$ cat config.mk
export PLATFORM = sky130hd
export DESIGN_NAME = air_quality_index_core
export DESIGN_NICKNAME = d
export VERILOG_FILES = /design/src/hw/rtl/aqi_pkg.sv /design/src/hw/rtl/aqi_search.sv /design/src/hw/rtl/aqi_interp.sv /design/src/hw/rtl/air_quality_index_core.sv
export SDC_FILE = /design/constraint.sdc
export NUM_CORES = 2
export LEC_CHECK = 0
export BUFFER_PORTS_ARGS = -buffer_cell sky130_fd_sc_hd__clkbuf_2
export CAP_MARGIN = 0
export CORE_MARGIN = 1
export CORE_UTILIZATION = 30
export CTS_CLUSTER_DIAMETER = 200
export DETAILED_ROUTE_END_ITERATION = 10
export GPL_ROUTABILITY_DRIVEN = 0
export PLACE_DENSITY = 0.4
export SYNTH_ARGS = -nofsm -noshare
export SYNTH_HDL_FRONTEND = slang
export SYNTH_SLANG_ARGS = --single-unit
$ cat constraint.sdc
create_clock -name i_clk -period 19.1 [get_ports i_clk]
set_input_delay 2.865 -clock i_clk [delete_from_list [all_inputs] [get_ports i_clk]]
set_output_delay 2.865 -clock i_clk [all_outputs]
set_load 0.02 [all_outputs]
$ cat src/hw/rtl/aqi_pkg.sv
// shared types, widths and breakpoint tables for the air quality index core
// no dependencies; imported by every module of the block
`timescale 1ns / 1ps

package aqi_pkg;

    // field widths
    localparam int CONC_W      = 16;
    localparam int AQI_W       = 9;
    localparam int BAND_ROWS   = 6;
    localparam int BAND_W      = 3;
    localparam int OFF_W       = 8;
    localparam int DIFF_W      = 8;
    localparam int PROD_W      = 16;
    localparam int RECIP_SHIFT = 24;
    localparam int RECIP_W     = 21;
    localparam int MUL_W       = PROD_W + RECIP_W;
    localparam int QUO_W       = 8;

    // default number of searched bands
    localparam int LEVELS_DEF = 6;

    localparam logic [AQI_W-1:0] AQI_MAX = 9'd500;
    localparam longint RECIP_ONE = 64'd1 << RECIP_SHIFT;

    // concentration breakpoints
    localparam logic [CONC_W-1:0] PM25_LO [BAND_ROWS] = '{
        16'd0, 16'd13, 16'd36, 16'd56, 16'd151, 16'd251};
    localparam logic [CONC_W-1:0] PM25_HI [BAND_ROWS] = '{
        16'd12, 16'd35, 16'd55, 16'd150, 16'd250, 16'd500};
    localparam logic [CONC_W-1:0] PM10_LO [BAND_ROWS] = '{
        16'd0, 16'd55, 16'd155, 16'd255, 16'd355, 16'd425};
    localparam logic [CONC_W-1:0] PM10_HI [BAND_ROWS] = '{
        16'd54, 16'd154, 16'd254, 16'd354, 16'd424, 16'd604};

    // index breakpoints: low end and width of each band
    localparam logic [AQI_W-1:0] IDX_LO [BAND_ROWS] = '{
        9'd0, 9'd51, 9'd101, 9'd151, 9'd201, 9'd301};
    localparam logic [DIFF_W-1:0] IDX_DIFF [BAND_ROWS] = '{
        8'd50, 8'd49, 8'd49, 8'd49, 8'd99, 8'd199};

    // rounded-up reciprocals of the concentration spans, scaled by 2^24
    // exact quotient for any product below 2^16 since every span is below 256
    localparam logic [RECIP_W-1:0] PM25_RECIP [BAND_ROWS] = '{
        RECIP_W'((RECIP_ONE + 12 - 1) / 12),
        RECIP_W'((RECIP_ONE + 22 - 1) / 22),
        RECIP_W'((RECIP_ONE + 19 - 1) / 19),
        RECIP_W'((RECIP_ONE + 94 - 1) / 94),
        RECIP_W'((RECIP_ONE + 99 - 1) / 99),
        RECIP_W'((RECIP_ONE + 249 - 1) / 249)};
    localparam logic [RECIP_W-1:0] PM10_RECIP [BAND_ROWS] = '{
        RECIP_W'((RECIP_ONE + 54 - 1) / 54),
        RECIP_W'((RECIP_ONE + 99 - 1) / 99),
        RECIP_W'((RECIP_ONE + 99 - 1) / 99),
        RECIP_W'((RECIP_ONE + 99 - 1) / 99),
        RECIP_W'((RECIP_ONE + 69 - 1) / 69),
        RECIP_W'((RECIP_ONE + 179 - 1) / 179)};

    // band found for one concentration
    typedef struct packed {
        logic               over;
        logic [AQI_W-1:0]   ilo;
        logic [DIFF_W-1:0]  diff;
        logic [OFF_W-1:0]   off;
        logic [RECIP_W-1:0] recip;
    } t_band;

    // load enables of the interpolation stages
    typedef struct packed {
        logic s2;
        logic s3;
    } t_stage_en;

    // first band whose upper bound the concentration does not exceed
    function automatic t_band band_lookup(input logic [CONC_W-1:0] conc,
                                          input logic is_pm10,
                                          input int rows);
        logic [BAND_W-1:0] sel;
        logic              found;
        logic [CONC_W-1:0] hi;
        logic [CONC_W-1:0] lo;
        t_band             res;
        found = 1'b0;
        sel   = '0;
        for (int r = BAND_ROWS - 1; r >= 0; r--) begin
            hi = is_pm10 ? PM10_HI[r] : PM25_HI[r];
            if ((r < rows) && (conc <= hi)) begin
                found = 1'b1;
                sel   = BAND_W'(r);
            end
        end
        lo        = is_pm10 ? PM10_LO[sel] : PM25_LO[sel];
        res.over  = !found;
        res.ilo   = IDX_LO[sel];
        res.diff  = IDX_DIFF[sel];
        res.off   = OFF_W'(conc - lo);
        res.recip = is_pm10 ? PM10_RECIP[sel] : PM25_RECIP[sel];
        return res;
    endfunction

endpackage

$ cat src/hw/rtl/aqi_search.sv
// stage 1: breakpoint band search for both concentrations
// depends on aqi_pkg (band tables, t_band, band_lookup)
`timescale 1ns / 1ps

module aqi_search #(
    parameter int LEVELS = aqi_pkg::LEVELS_DEF
) (
    input  logic                       i_clk,
    input  logic                       i_en,
    input  logic [aqi_pkg::CONC_W-1:0] i_pm25_conc,
    input  logic [aqi_pkg::CONC_W-1:0] i_pm10_conc,
    output aqi_pkg::t_band             o_pm25,
    output aqi_pkg::t_band             o_pm10
);
    import aqi_pkg::*;

    localparam int ROWS = (LEVELS < BAND_ROWS) ? LEVELS : BAND_ROWS;

    t_band n_pm25;
    t_band n_pm10;
    t_band r_pm25;
    t_band r_pm10;

    // compare against upper bounds and pick the first hit
    always_comb begin
        n_pm25 = band_lookup(i_pm25_conc, 1'b0, ROWS);
        n_pm10 = band_lookup(i_pm10_conc, 1'b1, ROWS);
    end

    // band register
    always_ff @(posedge i_clk) begin
        if (i_en) begin
            r_pm25 <= n_pm25;
            r_pm10 <= n_pm10;
        end
    end

    assign o_pm25 = r_pm25;
    assign o_pm10 = r_pm10;

endmodule

$ cat src/hw/rtl/aqi_interp.sv
// stages 2 and 3: linear interpolation of one sub-index inside its band
// depends on aqi_pkg (t_band, t_stage_en, widths)
`timescale 1ns / 1ps

module aqi_interp (
    input  logic                      i_clk,
    input  aqi_pkg::t_stage_en        i_en,
    input  aqi_pkg::t_band            i_band,
    output logic [aqi_pkg::AQI_W-1:0] o_sub,
    output logic                      o_over
);
    import aqi_pkg::*;

    logic [PROD_W-1:0]  n_prod;
    logic [PROD_W-1:0]  r_prod;
    logic [RECIP_W-1:0] r_recip;
    logic [AQI_W-1:0]   r_ilo;
    logic               r_over2;
    logic [MUL_W-1:0]   mul;
    logic [QUO_W-1:0]   quo;
    logic [AQI_W-1:0]   n_sub;
    logic [AQI_W-1:0]   r_sub;
    logic               r_over3;

    // index width times offset into the band
    assign n_prod = PROD_W'(i_band.diff) * PROD_W'(i_band.off);

    always_ff @(posedge i_clk) begin
        if (i_en.s2) begin
            r_prod  <= n_prod;
            r_recip <= i_band.recip;
            r_ilo   <= i_band.ilo;
            r_over2 <= i_band.over;
        end
    end

    // truncating divide by the span through its reciprocal, then add the band base, or give AQI_MAX when over range
    assign mul   = MUL_W'(r_prod) * MUL_W'(r_recip);
    assign quo   = QUO_W'(mul >> RECIP_SHIFT);
    assign n_sub = r_over2 ? AQI_MAX : (r_ilo + AQI_W'(quo));

    always_ff @(posedge i_clk) begin
        if (i_en.s3) begin
            r_sub   <= n_sub;
            r_over3 <= r_over2;
        end
    end

    assign o_sub  = r_sub;
    assign o_over = r_over3;

endmodule

$ cat src/hw/rtl/air_quality_index_core.sv
// air quality index from pm2.5 and pm10, four-stage pipeline
// 4 register stages: band, product, sub-index, output; o_valid comes from the output stage
// one request per cycle while i_stall is low; stage 3 holds two 16x21 reciprocal multipliers
// each stage moves up when it is empty or the stage after it moves, so bubbles close
// reset: i_rst_n synchronous, clears all stage valid bits; data registers are not reset
// depends on aqi_pkg, aqi_search, aqi_interp
`timescale 1ns / 1ps

module air_quality_index_core #(
    parameter int LEVELS = aqi_pkg::LEVELS_DEF
) (
    input  logic                       i_clk,
    input  logic                       i_rst_n,
    input  logic                       i_valid,
    output logic                       o_stall,
    input  logic [aqi_pkg::CONC_W-1:0] i_pm25_conc,
    input  logic [aqi_pkg::CONC_W-1:0] i_pm10_conc,
    output logic                       o_valid,
    input  logic                       i_stall,
    output logic [aqi_pkg::AQI_W-1:0]  o_aqi,
    output logic                       o_over_scale
);
    import aqi_pkg::*;

    logic r_v1;
    logic r_v2;
    logic r_v3;
    logic r_v4;
    logic rdy1;
    logic rdy2;
    logic rdy3;
    logic rdy4;
    t_stage_en        stage_en;
    t_band            band_pm25;
    t_band            band_pm10;
    logic [AQI_W-1:0] sub_pm25;
    logic [AQI_W-1:0] sub_pm10;
    logic             over_pm25;
    logic             over_pm10;
    logic [AQI_W-1:0] n_aqi;
    logic [AQI_W-1:0] r_aqi;
    logic             r_over;

    // per-stage ready chain from the output back
    assign rdy4 = !r_v4 || !i_stall;
    assign rdy3 = !r_v3 || rdy4;
    assign rdy2 = !r_v2 || rdy3;
    assign rdy1 = !r_v1 || rdy2;
    assign o_stall = !rdy1;

    assign stage_en.s2 = rdy2;
    assign stage_en.s3 = rdy3;

    // valid bits travel with the data
    always_ff @(posedge i_clk) begin
        if (!i_rst_n) begin
            r_v1 <= 1'b0;
            r_v2 <= 1'b0;
            r_v3 <= 1'b0;
            r_v4 <= 1'b0;
        end else begin
            if (rdy1) r_v1 <= i_valid;
            if (rdy2) r_v2 <= r_v1;
            if (rdy3) r_v3 <= r_v2;
            if (rdy4) r_v4 <= r_v3;
        end
    end

    // stage 1: band search
    aqi_search #(
        .LEVELS(LEVELS)
    ) u_search (
        .i_clk      (i_clk),
        .i_en       (rdy1),
        .i_pm25_conc(i_pm25_conc),
        .i_pm10_conc(i_pm10_conc),
        .o_pm25     (band_pm25),
        .o_pm10     (band_pm10)
    );

    // stages 2 and 3: interpolation per pollutant
    aqi_interp u_interp_pm25 (
        .i_clk (i_clk),
        .i_en  (stage_en),
        .i_band(band_pm25),
        .o_sub (sub_pm25),
        .o_over(over_pm25)
    );

    aqi_interp u_interp_pm10 (
        .i_clk (i_clk),
        .i_en  (stage_en),
        .i_band(band_pm10),
        .o_sub (sub_pm10),
        .o_over(over_pm10)
    );

    // stage 4: larger sub-index into the output register
    assign n_aqi = (sub_pm25 > sub_pm10) ? sub_pm25 : sub_pm10;

    always_ff @(posedge i_clk) begin
        if (rdy4) begin
            r_aqi  <= n_aqi;
            r_over <= over_pm25 || over_pm10;
        end
    end

    assign o_valid      = r_v4;
    assign o_aqi        = r_aqi;
    assign o_over_scale = r_over;

endmodule

==> impl.org <==
** Status
- Result of the run :: finished clean

** Critical path
- For the worst setup path, the data arrival time is roughly 8.7 ns.
- Among cell families on the critical path, the largest total delay comes from adder cells.
- Worst reg2reg path depth :: 30
- The worst register-to-register path begins at u_interp_pm10.r_recip[17].
- The endpoint identified for the worst register-to-register timing path is u_interp_pm10.o_sub[8].
- STA classifies the critical path startpoint as a flop.
- Master of the slowest instance on the critical path :: sky130_fd_sc_hd__edfxtp_1
- Endpoint required time on the critical path :: slightly below 20 ns
- The cell that appears most often on the critical path is sky130_fd_sc_hd__fa_1.
- STA classifies the critical path endpoint as a flop.
- Setup slack of the worst register-to-register path :: around 11 ns
- In this design, the stage delay of the slowest critical-path cell is about 0.78 ns.
- Counting both buffers and inverters, the worst setup path holds a total of 6.
- Maximum fanout along the worst path :: 16
- Type of the worst setup path :: reg -> reg

** Worst hold path
- The path with the worst hold slack has its endpoint at u_interp_pm25.r_recip[11].
- Hold Crit Class :: reg -> reg
- Hold depth :: 0
- HP Start :: u_search.o_pm25[11]

** Clock network
- Post-CTS setup buffer count :: 0
- The longest clock path from root to sink contains 2 buffers.
- After clock tree synthesis, the clock-pin slew on the worst setup and hold paths is ~0.070 ns.
- Later-pin clock latency in the skew report :: 0.47 ns
- TritonCTS built the clock tree.
- Clock root buffer :: sky130_fd_sc_hd__clkbuf_16
- Counting the buffers created by CTS gives 17.
- Hold repair after CTS inserted 0 buffers.
- Resize count post-CTS :: 0
- Clock Sinks :: approximately 170
- The H-tree was split into 4 levels.

** Synth
- Number of synthesized flops with an enable pin :: around 170
- The most used flip-flop cell after synthesis is sky130_fd_sc_hd__edfxtp_1.
- Synth async-reset ratio :: 0
- Dividing the synthesized area by the synthesized cell count gives just over 10 sq um.
- The share of the Yosys chip area taken by registers is 0.1793.
- Number of distinct library cells after synthesis :: 70
- Post-synthesis cell area :: approximately 29000 sq um
- Number of nets in the synthesized netlist :: approximately 3700
- During synthesis, Yosys emitted a total of 0 warnings.
- Gate Count Post-Synth :: 2829
- After synthesis the netlist holds a flip-flop and latch count of around 170.

** Timing
- The max-slew violation count came to 0.
- Hold is met by between 0.4 and 0.5 ns.
- Setup slack after layout :: between 10 and 15 ns
- At the pin with the least slew margin, the transition time is ~1.1 ns.
- Of the available clock period, the critical path in the final layout requires 0.4416.
- Finish-stage setup viols :: 0
- Number of endpoints with negative hold slack in the final report :: 0
- Headroom to the max-slew limit :: 0.2579
- Adding up every negative setup slack in the final design gives 0 ns.
- Worst Clk Skew :: between 0.015 and 0.02 ns
- Setup repair after global routing left no endpoint under its margin.
- The worst path needs between 8 and 9 ns of the cycle, external delays included.
- Based on the critical path, the design can be clocked at up to roughly 120 MHz.

** Layout
- Post-route cell area :: 30770 sq um
- P&R area growth vs syn :: 7.671%
- Of the cells placed in the final design, the portion with a size suffix greater than 1 is 0.04174.
- The layout has around 10000 filler cells.
- At the end of the flow, the number of nets in the layout was approximately 3700.

** Floorplan
- I/O pin total :: 48
- From left edge to right edge, the die measures between 300 and 400 um.
- For this configuration, the core starts out at a cell density of 0.3044.
- The die covers 96500 sq um.
- Measured along the y axis, the die boundary spans between 300 and 400 um.
- The floorplan has roughly 110 rows.
- Placeable core area :: 93890 sq um

** Detailed routing
- For this block, the initial DRC count from the detailed router was between 800 and 900.
- After detailed routing, the average wire length per cell comes to 17.79 um.
- The final layout contains routed wiring with a total length of about 73 mm.
- The count of nets left with antenna violations once routing finished came out at 0.
- In the routed design, unresolved DRC markers number 0.
- Using the TritonRoute via totals, the vias-per-cell ratio works out to about 4.4.
- Vias :: 18227
- Number of optimization iterations in the first detailed-route pass :: 5

** Placement
- Summed over all nets, the half-perimeter wirelength after detailed placement is approximately 62 mm.
- Prior to clock tree synthesis, the placed netlist has a worst setup slack of about 11 ns.
- Number of buffer cells added on primary ports :: 47
- Post-DP Area :: ~30000 sq um

** GRT
- Antenna violations before repair :: 1
- Entering global routing, the biggest net connects 76 pins.
- The via count of the first global-routing pass was 20587.
- Met2 global-route usage :: 0.2499
- In the global route stage, met3 resource usage came out at 0.01740.
- For this run, the total global-route usage over all layers was measured as 0.1588.
- Most crowded layer after global routing :: met2
- Total grt overflow :: 0
- Met1 usage :: 0.2350
- The first global-routing pass estimated roughly 120 mm of wire.

** Job
- Max-cap violations :: 0
stage by stage:
stage               std cells    util
floorplan                2829       -
global placement         4073  0.3217
detailed placement       4073  0.3217
CTS                      4105  0.3277
global route             4105  0.3277
finish                   4107  0.3277
layout make-up:
cell class	count	area (sq um)	area share
Clock buffer	17	425.4	0.01383
Multi-Input combinational cell	1836	20370	0.6621
Timing Repair Buffer	52	272.8	0.008865
Clock inverter	15	137.6	0.004473
Sequential cell	172	5125	0.1666
Tap cell	1254	1569	0.05099
Antenna cell	2	5.005	0.0001627
Inverter	759	2861	0.09300
cells in the mapped netlist, types with 3 or more instances:
cell,n,share of area
sky130_fd_sc_hd__o21ai_1,4,0.00070
sky130_fd_sc_hd__or2_2,5,0.0011
sky130_fd_sc_hd__nor2_1,48,0.0063
sky130_fd_sc_hd__o31ai_1,3,0.00079
sky130_fd_sc_hd__a21boi_0,5,0.0013
sky130_fd_sc_hd__or3_1,7,0.0015
sky130_fd_sc_hd__fa_1,546,0.38
sky130_fd_sc_hd__nand2_1,307,0.040
sky130_fd_sc_hd__o21a_1,9,0.0024
sky130_fd_sc_hd__dfxtp_1,4,0.0028
sky130_fd_sc_hd__a211oi_1,8,0.0021
sky130_fd_sc_hd__nand4_1,8,0.0018
sky130_fd_sc_hd__o22ai_1,3,0.00066
sky130_fd_sc_hd__o21bai_1,12,0.0032
sky130_fd_sc_hd__buf_2,4,0.00070
sky130_fd_sc_hd__a21oi_1,60,0.011
sky130_fd_sc_hd__xor2_1,20,0.0061
sky130_fd_sc_hd__nor2b_1,19,0.0042
sky130_fd_sc_hd__a211o_1,3,0.00092
sky130_fd_sc_hd__ha_1,307,0.13
sky130_fd_sc_hd__a21o_1,16,0.0042
sky130_fd_sc_hd__and2_1,250,0.055
sky130_fd_sc_hd__nand3_1,16,0.0028
sky130_fd_sc_hd__xnor2_1,64,0.020
sky130_fd_sc_hd__nor3_1,9,0.0016
sky130_fd_sc_hd__edfxtp_1,168,0.18
sky130_fd_sc_hd__clkbuf_1,57,0.0075
sky130_fd_sc_hd__and3_1,4,0.00088
sky130_fd_sc_hd__nand2b_1,23,0.0050
sky130_fd_sc_hd__inv_1,756,0.099
sky130_fd_sc_hd__mux2_2,7,0.0028
sky130_fd_sc_hd__o21ai_0,27,0.0047
sequential cells by signal, summed over array words and instances (netlist names):
register,cells
u_interp_pm10.r_over2,1
u_interp_pm10.r_prod,16
u_interp_pm10.o_over,1
r_v3,1
u_interp_pm25.r_recip,16
u_interp_pm10.r_recip,10
u_interp_pm25.r_ilo,8
u_interp_pm25.o_sub,9
u_interp_pm25.o_over,1
u_search.o_pm25,36
o_valid,1
r_v1,1
u_search.o_pm10,27
o_aqi,9
r_v2,1
u_interp_pm25.r_over2,1
u_interp_pm25.r_prod,16
u_interp_pm10.r_ilo,7
u_interp_pm10.o_sub,9
o_over_scale,1
worst max-delay path by stage:
stage	end	cells after the start	slack, ns	start
2_1_floorplan	o_stall	3	10.98	i_stall
3_3_place_gp	u_interp_pm10.o_sub[8]	30	10.65	u_interp_pm10.r_recip[17]
3_5_place_dp	u_interp_pm10.o_sub[8]	30	10.62	u_interp_pm10.r_recip[17]
4_1_cts	u_interp_pm10.o_sub[8]	30	10.59	u_interp_pm10.r_recip[17]
5_1_grt	u_interp_pm25.o_sub[8]	30	10.05	u_interp_pm25.r_prod[7]
6_report	u_interp_pm10.o_sub[8]	30	10.67	u_interp_pm10.r_recip[17]
cells in the final DEF, fill, tap and decap left out, types with 7 or more instances in the layout:
cell	instances
sky130_fd_sc_hd__nor2b_1	19
sky130_fd_sc_hd__nor3_1	9
sky130_fd_sc_hd__or3_1	7
sky130_fd_sc_hd__ha_1	307
sky130_fd_sc_hd__o21a_1	9
sky130_fd_sc_hd__nor2_1	48
sky130_fd_sc_hd__xnor2_1	64
sky130_fd_sc_hd__clkbuf_2	47
sky130_fd_sc_hd__nand2b_1	23
sky130_fd_sc_hd__mux2_2	7
sky130_fd_sc_hd__a211oi_1	8
sky130_fd_sc_hd__and2_1	250
sky130_fd_sc_hd__nand4_1	8
sky130_fd_sc_hd__xor2_1	20
sky130_fd_sc_hd__inv_1	756
sky130_fd_sc_hd__o21ai_0	27
sky130_fd_sc_hd__nand2_1	306
sky130_fd_sc_hd__nand3_1	15
sky130_fd_sc_hd__o21bai_1	12
sky130_fd_sc_hd__edfxtp_1	168
sky130_fd_sc_hd__a21oi_1	60
sky130_fd_sc_hd__a21o_1	16
sky130_fd_sc_hd__fa_1	546
sky130_fd_sc_hd__clkbuf_16	17
metal layers:
layer  share of wire  up-vias
met2            0.45      275
met5         0.00018        -
met1            0.50     9364
met4           0.014        2
met3           0.032       49
li1                -     8537
kinds of logic (layout without fill, tap and decap cells):
| kind of cell | after synthesis | after routing | synth area share |
|---|---|---|---|
| flip-flops | 172 | 172 | 0.1793 |
| AND/OR/NAND/NOR | 711 | 711 | 0.1246 |
| XOR/XNOR | 84 | 84 | 0.02574 |
| multiplexers | 9 | 9 | 0.003547 |
| buffers and inverters | 821 | 843 | 0.1085 |
| AO/OA/AOI/OAI | 179 | 179 | 0.04142 |
| other | 0 | 2 | 0 |
| adder cells (fa/ha/maj) | 853 | 853 | 0.5169 |
Power is left out: the tool's default activity adds up to more than one toggle a clock period on the data nets, which glitch-free logic cannot reach.
